<file path="config.mk">
export PLATFORM = sky130hd
export DESIGN_NAME = reversible_bounded_deque_top
export DESIGN_NICKNAME = d
export VERILOG_FILES = /design/src/rtl/core/rbd_pkg.sv /design/src/rtl/core/reversible_bounded_deque_top.sv
export SDC_FILE = /design/constraint.sdc
export NUM_CORES = 1
export LEC_CHECK = 0
export BUFFER_PORTS_ARGS = -buffer_cell sky130_fd_sc_hd__buf_2
export CORE_ASPECT_RATIO = 1.25
export CORE_UTILIZATION = 42
export DETAILED_ROUTE_END_ITERATION = 10
export HOLD_SLACK_MARGIN = 0.08
export SLEW_MARGIN = 30
export SYNTH_ARGS = -nofsm -noshare
export SYNTH_HDL_FRONTEND = slang
export SYNTH_SLANG_ARGS = --single-unit
</file>
<file path="constraint.sdc">
create_clock -name clk -period 5.89 [get_ports clk]
set_input_delay 0 -clock clk [delete_from_list [all_inputs] [get_ports clk]]
set_output_delay 0 -clock clk [all_outputs]
set_load 0.05 [all_outputs]
</file>
<file path="src/rtl/core/rbd_pkg.sv">
// Package for the reversible bounded deque: request codes.
`default_nettype none

package rbd_pkg;

  // Request codes carried on the operation field
  typedef enum logic [1:0] {
    OP_INSERT_HEAD = 2'd0,
    OP_INSERT_TAIL = 2'd1,
    OP_REMOVE_HEAD = 2'd2,
    OP_REVERSE     = 2'd3
  } op_t;

endpackage : rbd_pkg

`default_nettype wire

</file>
<file path="src/rtl/core/reversible_bounded_deque_top.sv">
// Reversible bounded deque: ring store in one synchronous memory plus pointer state.
`default_nettype none

// Usage
//   Input channel: drive in_operation and in_value_in with start high; the beat
//   is taken at a rising edge where start is high and busy is low.
//   Requests: insert at head, insert at tail, remove head, reverse order.
//   Result channel: out_valid is high for exactly one cycle, the cycle after
//   the request is taken, carrying out_ok, out_removed_value and out_count.
//   The receiver cannot stall; each result must be captured in its cycle.
// Throughput
//   One request per cycle sustained while busy is low: the
//   pointer, count and direction registers update at the accepting edge and
//   the memory's single write port and single registered read port each see
//   at most one access per request (inserts write, every request reads the head).
// Reset
//   rst_n (synchronous, active low) empties the deque, restores normal order
//   and holds busy high during reset; busy is registered and clears once rst_n is released.
//   Memory contents are not cleared; only written entries ever reach out_removed_value.
module reversible_bounded_deque_top #(
  parameter int DEPTH      = 16,
  parameter int DATA_WIDTH = 32
) (
  input  wire                                clk,
  input  wire                                rst_n,
  input  wire                                start,
  output logic                               busy,
  input  rbd_pkg::op_t                       in_operation,
  input  wire  signed [DATA_WIDTH-1:0]       in_value_in,
  output logic                               out_valid,
  output logic                               out_ok,
  output logic signed [DATA_WIDTH-1:0]       out_removed_value,
  output logic [$clog2(DEPTH+1)-1:0]         out_count
);

  import rbd_pkg::*;

  localparam int AW = $clog2(DEPTH);
  localparam int CW = $clog2(DEPTH + 1);
  localparam logic [AW:0]   DEPTH_W = (AW + 1)'(DEPTH);
  localparam logic [CW-1:0] DEPTH_C = CW'(DEPTH);
  localparam logic [AW-1:0] ONE_A   = AW'(1);

  // Ring arithmetic: base plus or minus an offset below DEPTH, modulo DEPTH
  function automatic logic [AW-1:0] ring_fwd(input logic [AW-1:0] base,
                                             input logic [AW-1:0] off);
    logic [AW:0] s;
    s = {1'b0, base} + {1'b0, off};
    if (s >= DEPTH_W) s = s - DEPTH_W;
    return s[AW-1:0];
  endfunction

  function automatic logic [AW-1:0] ring_back(input logic [AW-1:0] base,
                                              input logic [AW-1:0] off);
    logic [AW:0] s;
    if (base >= off) s = {1'b0, base} - {1'b0, off};
    else             s = {1'b0, base} + DEPTH_W - {1'b0, off};
    return s[AW-1:0];
  endfunction

  // Slot lying off steps from the head in head-to-tail order
  function automatic logic [AW-1:0] slot_at(input logic [AW-1:0] front,
                                            input logic           rev,
                                            input logic [AW-1:0] off);
    return rev ? ring_back(front, off) : ring_fwd(front, off);
  endfunction

  logic [DATA_WIDTH-1:0] mem [DEPTH];
  logic [DATA_WIDTH-1:0] rd_data_r;

  logic [AW-1:0] front_r, front_nxt;
  logic [CW-1:0] count_r, count_nxt;
  logic          rev_r, rev_nxt;
  logic          busy_r;
  logic          out_valid_r, ok_nxt, out_ok_r, take_r, take_nxt;
  logic [CW-1:0] out_count_r;

  logic          accept;
  logic          we;
  logic [AW-1:0] waddr;
  logic          is_full, is_empty;

  assign accept   = start && !busy_r;
  assign is_full  = (count_r == DEPTH_C);
  assign is_empty = (count_r == '0);

  // Decode the request against the current pointer state
  always_comb begin
    front_nxt = front_r;
    count_nxt = count_r;
    rev_nxt   = rev_r;
    ok_nxt    = 1'b0;
    take_nxt  = 1'b0;
    we        = 1'b0;
    waddr     = front_r;
    unique case (in_operation)
      OP_INSERT_HEAD: begin
        if (!is_full) begin
          front_nxt = rev_r ? ring_fwd(front_r, ONE_A) : ring_back(front_r, ONE_A);
          waddr     = front_nxt;
          we        = accept;
          count_nxt = count_r + CW'(1);
          ok_nxt    = 1'b1;
        end
      end
      OP_INSERT_TAIL: begin
        if (!is_full) begin
          waddr     = slot_at(front_r, rev_r, count_r[AW-1:0]);
          we        = accept;
          count_nxt = count_r + CW'(1);
          ok_nxt    = 1'b1;
        end
      end
      OP_REMOVE_HEAD: begin
        if (!is_empty) begin
          front_nxt = slot_at(front_r, rev_r, ONE_A);
          count_nxt = count_r - CW'(1);
          take_nxt  = 1'b1;
          ok_nxt    = 1'b1;
        end
      end
      OP_REVERSE: begin
        if (!is_empty) begin
          front_nxt = slot_at(front_r, rev_r, AW'(count_r - CW'(1)));
        end
        rev_nxt = !rev_r;
        ok_nxt  = 1'b1;
      end
      default: begin
        ok_nxt = 1'b0;
      end
    endcase
  end

  // Write inserted beats, read the head slot on every accepted beat
  always_ff @(posedge clk) begin
    if (we) begin
      mem[waddr] <= in_value_in;
    end
    if (accept) begin
      rd_data_r <= mem[front_r];
    end
  end

  // Advance pointer state and the result register
  always_ff @(posedge clk) begin
    if (!rst_n) begin
      front_r     <= '0;
      count_r     <= '0;
      rev_r       <= 1'b0;
      busy_r      <= 1'b1;
      out_valid_r <= 1'b0;
      out_ok_r    <= 1'b0;
      take_r      <= 1'b0;
      out_count_r <= '0;
    end else begin
      busy_r      <= 1'b0;
      out_valid_r <= accept;
      if (accept) begin
        front_r     <= front_nxt;
        count_r     <= count_nxt;
        rev_r       <= rev_nxt;
        out_ok_r    <= ok_nxt;
        take_r      <= take_nxt;
        out_count_r <= count_nxt;
      end
    end
  end

  assign busy              = busy_r;
  assign out_valid         = out_valid_r;
  assign out_ok            = out_ok_r;
  assign out_count         = out_count_r;
  assign out_removed_value = take_r ? rd_data_r : '0;

`ifndef SYNTHESIS
  a_result_follows_accept: assert property (@(posedge clk) disable iff (!rst_n)
    accept |=> out_valid)
    else $error("result beat missing after accepted request");

  a_no_spurious_result: assert property (@(posedge clk) disable iff (!rst_n)
    !accept |=> !out_valid)
    else $error("result beat without an accepted request");

  a_count_bounded: assert property (@(posedge clk) disable iff (!rst_n)
    count_r <= DEPTH_C)
    else $error("element count exceeds depth");

  a_empty_remove_fails: assert property (@(posedge clk) disable iff (!rst_n)
    (accept && in_operation == OP_REMOVE_HEAD && is_empty)
      |=> (!out_ok && out_removed_value == '0 && out_count == '0))
    else $error("remove from empty deque reported success");

  a_full_insert_fails: assert property (@(posedge clk) disable iff (!rst_n)
    (accept && is_full &&
     (in_operation == OP_INSERT_HEAD || in_operation == OP_INSERT_TAIL))
      |=> (!out_ok && out_count == DEPTH_C))
    else $error("insert into full deque reported success");
`endif

endmodule : reversible_bounded_deque_top

`default_nettype wire
</file>
* Word level (Yosys, flattened, before mapping)
Memories as Yosys holds them, arrays and structs flattened. A register that Yosys moved wholly into a read port is not among the register bits.
Cells that the tools add are included.
** Cells by class
- Add/sub/neg operators :: 15
- $lt $le $gt $ge :: 6
- Eq/ne operators :: 7
- Muxes and demuxes :: 29
- Reductions and logical operators :: 11
** Operators by type and width (number)
- $mux 4 :: 14
- $mux 32 :: 1
- $sub 4x1->4 const B :: 5
- $sub 4x4->4 :: 4
- $ge 5x5->1 const B :: 3
- $pmux 4 s3 :: 1
- $add 4x4->5 :: 2
- $mux 5 :: 2
- $pmux 5 s2 :: 1
- $ge 4x4->1 :: 2
- $mux 1 :: 8
- $pmux 4 s2 :: 1
- $reduce_and 4->1 :: 2
- $ne 2x2->1 const B :: 3
- $add 4x1->5 const B :: 1
- $add 5x1->5 const B :: 1
- $eq 5x5->1 const B :: 1
- $logic_not 5->1 :: 1
- $sub 5x1->5 const B :: 1
- $add 4x1->4 const B :: 1
- $eq 2x2->1 const B :: 2
- $ge 4x1->1 const B :: 1
- $pmux 1 s3 :: 1
- $reduce_bool 3->1 :: 1
- other kinds (7) :: 8
** Word-level totals
- Bits in registers :: 14
- Bits in writable memories :: 512
- Bits of input ports :: 37
- Output and inout port bits :: 40
- Logic and storage cells :: 76
- Memories kept :: 1
** Memories
- mem :: words 16, bits a word 32, read ports 1, clocked after Yosys merged registers in 1, wr ports 1, line reversible_bounded_deque_top.sv:68 : logic [DATA_WIDTH-1:0] mem [DEPTH];

* Longest topological paths before layout
Gate-level depths: netlist (run 1).
- Word-level depth :: 7
- Mapped depth :: 12
- Depth with buffers taken out :: 11

* Worst setup path before layout (run 1)
OpenSTA, ideal clock, no wires.
- Path kind :: reg-to-reg
- Start :: register, netlist name out_count[0]
- End :: memory mem[10][0], enable pin
- Arrival :: 5440 ps
- Required time :: 5422 ps
- Slack :: -17 ps
- Cell stages (with the launch flop) :: 12
- Path buffers :: 0
- Period minus slack after synthesis :: 5907 ps
- Path through :: dfxtp_1 -> inv_1 -> ha_1 -> mux2_2 -> inv_1 -> ha_1 -> nor2b_1 -> o21a_1 -> o211a_1 -> or4b_4 -> nand3_2 -> nor3b_1
** RTL lines (line)
- to (decl) :: reversible_bounded_deque_top.sv:68

==> results.py, run 1 <==
metrics = {
    "global_route": {
        "antenna_found_initial": 0,
        "grt_usage_pct": 18.2,
        "gr-total-overflow": 0,
        "grt_max_degree": 60,
        "grt_pass1_wl_um": 69500,
        "grt_pass1_vias": 10269,
    },
    "clocking": {
        "insertion_delay_ps": 580,
        "cts_tree": "done",
        "cts_setup_buffers": 0,
        "cts_buffers": 54,
        "cts_max_path_buffers": 3,
        "clk_pin_slew_ps": 60,
        "cts_sinks": 558,
        "h-tree-depth": 2,
        "cts_root_buffer": "clkbuf_16",
    },
    "critical_path": {
        "critPathCaptureType": "register",
        "critPathSlowestCell": "dfxtp_1",
        "crit_path_max_fanout": 32,
        "critPathLaunchType": "register",
        "crit_type": "reg2reg",
        "crit_buf_inv": 3,
        "worst_ep_required_time_ps": 6100,
        "reg2reg_slack_ps": 1850,
        "slowest_delay_ps": 530,
        "cp_cell_sequence": "inv_1, ha_1, mux2_2, inv_1, ha_1, nor2b_1, o21a_1, o211a_1, or4b_4, nand3_2, nor3b_4, buf_4",
        "rr_startpoint": "out_count[0]",
        "critPathArrivalTime_ps": 4250,
        "cp_top_family": "simple AND/OR/NAND/NOR gates",
        "reg2regPathDepth": 12,
        "regToRegEndpoint": "mem[15][23]",
    },
    "floorplan": {
        "die_w_um": 206,
        "coreArea_um2": 51400,
        "pin_count": 77,
        "die_y_um": 257,
        "start_util_pct": 42.5,
        "dieArea_um2": 52900,
        "rows": 93,
    },
    "timing": {
        "finalSetupTns_ps": 0,
        "worst_slack_ps": 1850,
        "max_freq_mhz": 248,
        "setup_viol": 0,
        "finalMaxSlewViolations": 0,
        "rsz0062_at_grt": "false",
        "worst_pin_slew_ps": 943,
        "finClkSkew_ps": 10.5,
        "hold_viol": 0,
        "period_share_pct": 68.5,
        "timing.slew.headroom_pct": 37.1,
        "min_period_ps": 4040,
        "whs_ps": 254,
    },
    "cells_and_area": {
        "fin_util_pct": 49.1,
        "fillers": 4160,
        "nets": 1169,
        "diodes": 0,
        "drive_above_1_share_pct": 31.4,
        "syn_to_final_growth_pct": 15.6,
    },
    "drt": {
        "drtPass1Iterations": 5,
        "antenna_left": 0,
        "drc_errors": 0,
        "route.vias.total": 10215,
        "wl_per_cell_um": 25.5,
        "drt_iter0_drc": 886,
        "vias_per_cell": 5.59,
        "wl_um": 46700,
    },
    "synth": {
        "syn_area_um2": 21800,
        "synth_flop_cell": "edfxtp_1",
        "synth_most_common_cell": "edfxtp_1",
        "syn_area_per_cell_um2": 22.4,
        "yosysTopAreaCellShare_pct": 74.8,
        "async_flop_share_pct": 0,
        "synth-seq-cells": 558,
        "synth_nets": 1026,
        "ys_top_cells_by_count": "edfxtp_1 (544), mux4_2 (160), and2_1 (32)",
        "synth_cells": 976,
        "post_synth_main_area_contributors": "edfxtp_1 (75%), mux4_2 (17%), dfxtp_1 (1.3%), and2_1 (0.92%), ha_1 (0.63%)",
        "yosysWarnings": 0,
        "yosys.area.top_type": "edfxtp_1",
        "synth-edff-count": 544,
        "synth_seq_area_share_pct": 76.1,
        "ys_types": 55,
    },
    "pwr": {
        "leakage_uw": 0.00800,
        "ir_drop_mv": 0.204,
        "p_per_area_nw_per_um2": 330,
        "power_uw": 8340,
        "power.switching_uw": 1770,
        "clkPwrFrac_pct": 40.0,
        "p_sw_share_pct": 21.3,
        "p_int_uw": 6560,
        "p_comb_share_pct": 6.6,
        "p_seq_share_pct": 53.4,
    },
    "worst_hold_path": {
        "min_path_cells": 4,
        "hold_path_end": "out_ok",
        "hold_class": "in2reg",
        "hold_start": "rst_n",
    },
    "placed_design": {
        "place_ws_ps": 1800,
        "dp_hpwl_um": 28200,
        "io_buffers": 76,
        "finalWeightedCongestion": 0.824,
    },
    "flow_run": {
        "maxCapViolCount": 0,
    },
    "outcome": {
        "status": "finished clean",
    },
}
[cell families (layout without fill, tap and decap cells)]
logic type                 Yosys count  after routing  share of synthesized area (%)
and+or+nand+nor                    116            116                           3.10
xor gates and xnor gates            19             19                          0.762
adders and majority gates           13             13                          0.814
buffers and inverters               64            251                           1.25
DFF                                558            558                           76.1
AOI/OAI and AO/OA                   41             41                           1.23
muxes                              165            165                           16.7
[metrics by stage]
stage               cell area, um2  std cells
floorplan                    21900        976
global placement             23100       1689
detailed placement           23100       1689
CTS                          25200       1826
global route                 25200       1828
finish                       25200       1828
[cells in the final DEF (no fill, tap or decap), types with 9 or more instances in the layout]
| master | count |
|---|---|
| edfxtp_1 | 544 |
| mux4_2 | 160 |
| buf_2 | 76 |
| clkbuf_16 | 55 |
| dlygate4sd3_1 | 37 |
| and2_1 | 32 |
| buf_4 | 23 |
| nor2_1 | 19 |
| clkinv_1 | 19 |
| nand2_1 | 17 |
| xnor2_1 | 13 |
| inv_1 | 11 |
| a21oi_1 | 11 |
| ha_1 | 11 |
| clkinv_2 | 11 |
| dfxtp_1 | 10 |
| o21ai_0 | 9 |
| nor3_2 | 9 |
[power by group through the flow]
stage | sequential, uW | combinational, uW | clock [uW]
floorplan | 4520 | 334 | 0
global placement | 4550 | 508 | 0
detailed placement | 4550 | 516 | 0
CTS | 4470 | 538 | 3410
global route | 4460 | 593 | 3540
finish | 4450 | 549 | 3340
[metal layers]
layer | wire, um | up-vias | part of all wire, % | track usage [%]
met1 | 20900 | 5442 | 45 | 28.1
met3 | 3090 | 62 | 6.6 | 2.87
met2 | 21800 | 336 | 47 | 26.9
li1 | - | 4375 | - | -
met5 | 0 | - | 0 | 0
met4 | 951 | 0 | 2.0 | 4.58
[worst min-delay path: cells and delay by family]
family	cells	cell delay [ps]
buffers and inverters	2	670
AOI/OAI and AO/OA	2	110
[registers in the layout, indices dropped and copies added (netlist names)]
signal,cells
busy,1
out_ok,1
take_r,1
out_count,5
rd_data_r,32
rev_r,1
front_r,4
mem,512
out_valid,1
[worst max path at each step]
stage / slack, ps / endpoint / cells after the start / startpoint
after CTS: 1780 / mem[15][4] / 9 / front_r[0]
final: 1850 / mem[15][23] / 12 / out_count[0]
after global placement: 1850 / mem[15][26] / 9 / front_r[0]
after floorplan: 230 / mem[0][0] / 11 / out_count[0]
after global routing: 1600 / mem[7][3] / 12 / out_count[0]
after detailed placement: 1800 / mem[15][23] / 9 / front_r[0]
[timing repair]
action / in CTS / in global routing
hold endpoints to repair: 526 / 0
gates resized for setup: 0 / 0
hold buffers: 37 / 0
[layout make-up]
type | instances | area [um2] | share of cell area [%]
clock buffer | 63 | 1410 | 5.57
sequential | 558 | 16600 | 65.9
multi-input combinational | 354 | 5050 | 20.0
timing repair buffer | 139 | 990 | 3.92
clock inverter | 37 | 293 | 1.16
tap | 665 | 832 | 3.30
inverter | 12 | 45.0 | 0.178
Power figures use the tool's default switching activity.
==> run 2: changes to the inputs <==
Clock period 5.89 ns to 3.5 ns, I/O delays scaled along.
==> run 2 against run 1 <==
  * Sequential share of layout area down 2.6 points
  * Global-route usage up 0.12 points
  * Register-to-register slack worse by 1800 ps
  * Clock skew up 3.5 ps
  * Count of clock-buffer cells in the layout up 2
  * Combinational power up 89%
  * Setup slack worse by 1800 ps
  * Maximum frequency up 17%
  * Largest power group unchanged
  * Critical path type unchanged
  * Largest cell class unchanged
  * Final cell count up 2.5%
  * Utilization up 2.1 points
  * Total power up 68%
==> results.py, run 2 (synthesized netlist as in run 1, its figures left out) <==
metrics = {
    "outcome": {
        "status": "finished clean",
    },
    "worst_hold_path": {
        "hold_class": "in2reg",
    },
    "cells_and_area": {
        "nets": 1218,
        "syn_to_final_growth_pct": 20.5,
        "fillers": 4070,
        "drive_above_1_share_pct": 35.3,
        "largest_register": "mem",
        "final_common_cell": "edfxtp_1",
        "largest_reg_flops": 512,
        "final_cell_mix": "edfxtp_1 (544), mux4_2 (160), buf_2 (76)",
        "final_cells": 1874,
    },
    "global_route": {
        "grt_usage_pct": 18.3,
        "antenna_found_initial": 2,
        "grt_max_degree": 104,
        "grt_pass1_wl_um": 70200,
        "grt_pass1_vias": 10592,
        "gr-total-overflow": 0,
    },
    "drt": {
        "wl_per_cell_um": 25.7,
        "wirelength_met1_um": 21300,
        "drtPass1Iterations": 5,
        "drt_iter0_drc": 995,
        "routed-wl-met3_um": 2910,
        "top_layer": "met4",
        "route.vias.total": 10331,
        "antenna_left": 0,
        "drc_errors": 0,
        "vias_per_cell": 5.51,
        "wl_um": 48100,
        "met2_length_um": 23200,
    },
    "timing": {
        "setup_viol": 0,
        "finalMaxSlewViolations": 0,
        "period_share_pct": 98.9,
        "worst_pin_slew_ps": 817,
        "max_freq_mhz": 289,
        "min_period_ps": 3460,
        "hold_viol": 0,
        "timing.slew.headroom_pct": 45.4,
        "finClkSkew_ps": 13.9,
    },
    "floorplan": {
        "coreArea_um2": 51400,
        "rows": 93,
        "pin_count": 77,
        "dieArea_um2": 52900,
        "start_util_pct": 42.5,
        "die_w_um": 206,
        "die_y_um": 257,
    },
    "pwr": {
        "p_per_area_nw_per_um2": 532,
        "leakage_uw": 0.00840,
        "power_uw": 14000,
        "ir_drop_mv": 0.358,
    },
    "clocking": {
        "cts_sinks": 558,
        "insertion_delay_ps": 570,
        "cts_max_path_buffers": 3,
        "clk_pin_slew_ps": 70,
        "h-tree-depth": 2,
        "cts_tree": "done",
        "cts_root_buffer": "clkbuf_16",
        "cts_buffers": 52,
    },
    "placed_design": {
        "dp_cells": 1716,
        "finalWeightedCongestion": 0.773,
        "dp_hpwl_um": 30100,
        "io_buffers": 76,
    },
    "critical_path": {
        "critPathArrivalTime_ps": 3740,
        "worst_ep_required_time_ps": 3780,
        "critPathCaptureType": "register",
        "crit_type": "reg2reg",
        "critPathLaunchType": "register",
        "crit_path_max_fanout": 9,
    },
    "flow_run": {
        "maxCapViolCount": 0,
    },
}
[run 2: critical path, stage by stage, from the launching register on]
cell	delay (ps)
dfxtp_4	390
inv_4	50
ha_4	250
mux2_4	290
inv_2	70
ha_4	180
nor2b_4	110
o21a_1	190
o211a_1	260
or4b_4	610
nand3_4	160
nor3b_4	290
buf_6	180
buf_12	130
[run 2: power by group]
part	switching, uW	internal [uW]
registers	37.5	7430
logic	595	447
clock network	2360	3140
total	2990	11000
[run 2: worst paths after layout]
kind,end,cells past startpoint,slack (ps),from
worst max-delay path,mem[9][24],13,40,out_count[1]
worst min-delay path,out_ok,4,290,rst_n
worst max register to register,mem[9][24],13,40,out_count[1]
worst min register to register,out_count[1],2,540,out_count[1]
[run 2: layer usage]
layer / vias up / GRT usage (%)
met2: 284 / 27.8
met3: 56 / 2.95
met4: 0 / 4.43
met5: - / 0
li1: 4473 / -
met1: 5518 / 27.7
[run 2: what timing repair did]
action	4_1_cts	5_1_grt
buffers inserted	0	14
resized for setup	0	8
endpoints found under the hold margin	526	0
setup endpoints to repair	0	228
hold buffers	37	0
[run 2: metrics by stage]
step / cell area, um2 / setup WS (ps) / hold WS (ps) / TNS [ps] / util [%]
finish: 26300 / 38.5 / 286 / 0 / 51.2
CTS: 25800 / 49.2 / 250 / 0 / 50.2
detailed placement: 23800 / 89.7 / 290 / 0 / 46.3
global route: 26300 / -36.6 / 276 / -578 / 51.1
global placement: 23800 / 95.5 / 290 / 0 / 46.3
floorplan: 22100 / -362 / 98.9 / -147110 / -
[run 2: layout make-up]
class	instances	area, um2	area share [%]
Antenna cell	1	2.50	0.00951
Clock buffer	65	1370	5.21
Clock inverter	29	267	1.01
Tap cell	665	832	3.16
Inverter	12	50.0	0.190
Timing Repair Buffer	189	1960	7.45
Sequential cell	558	16600	63.2
Multi-Input combinational cell	355	5190	19.7
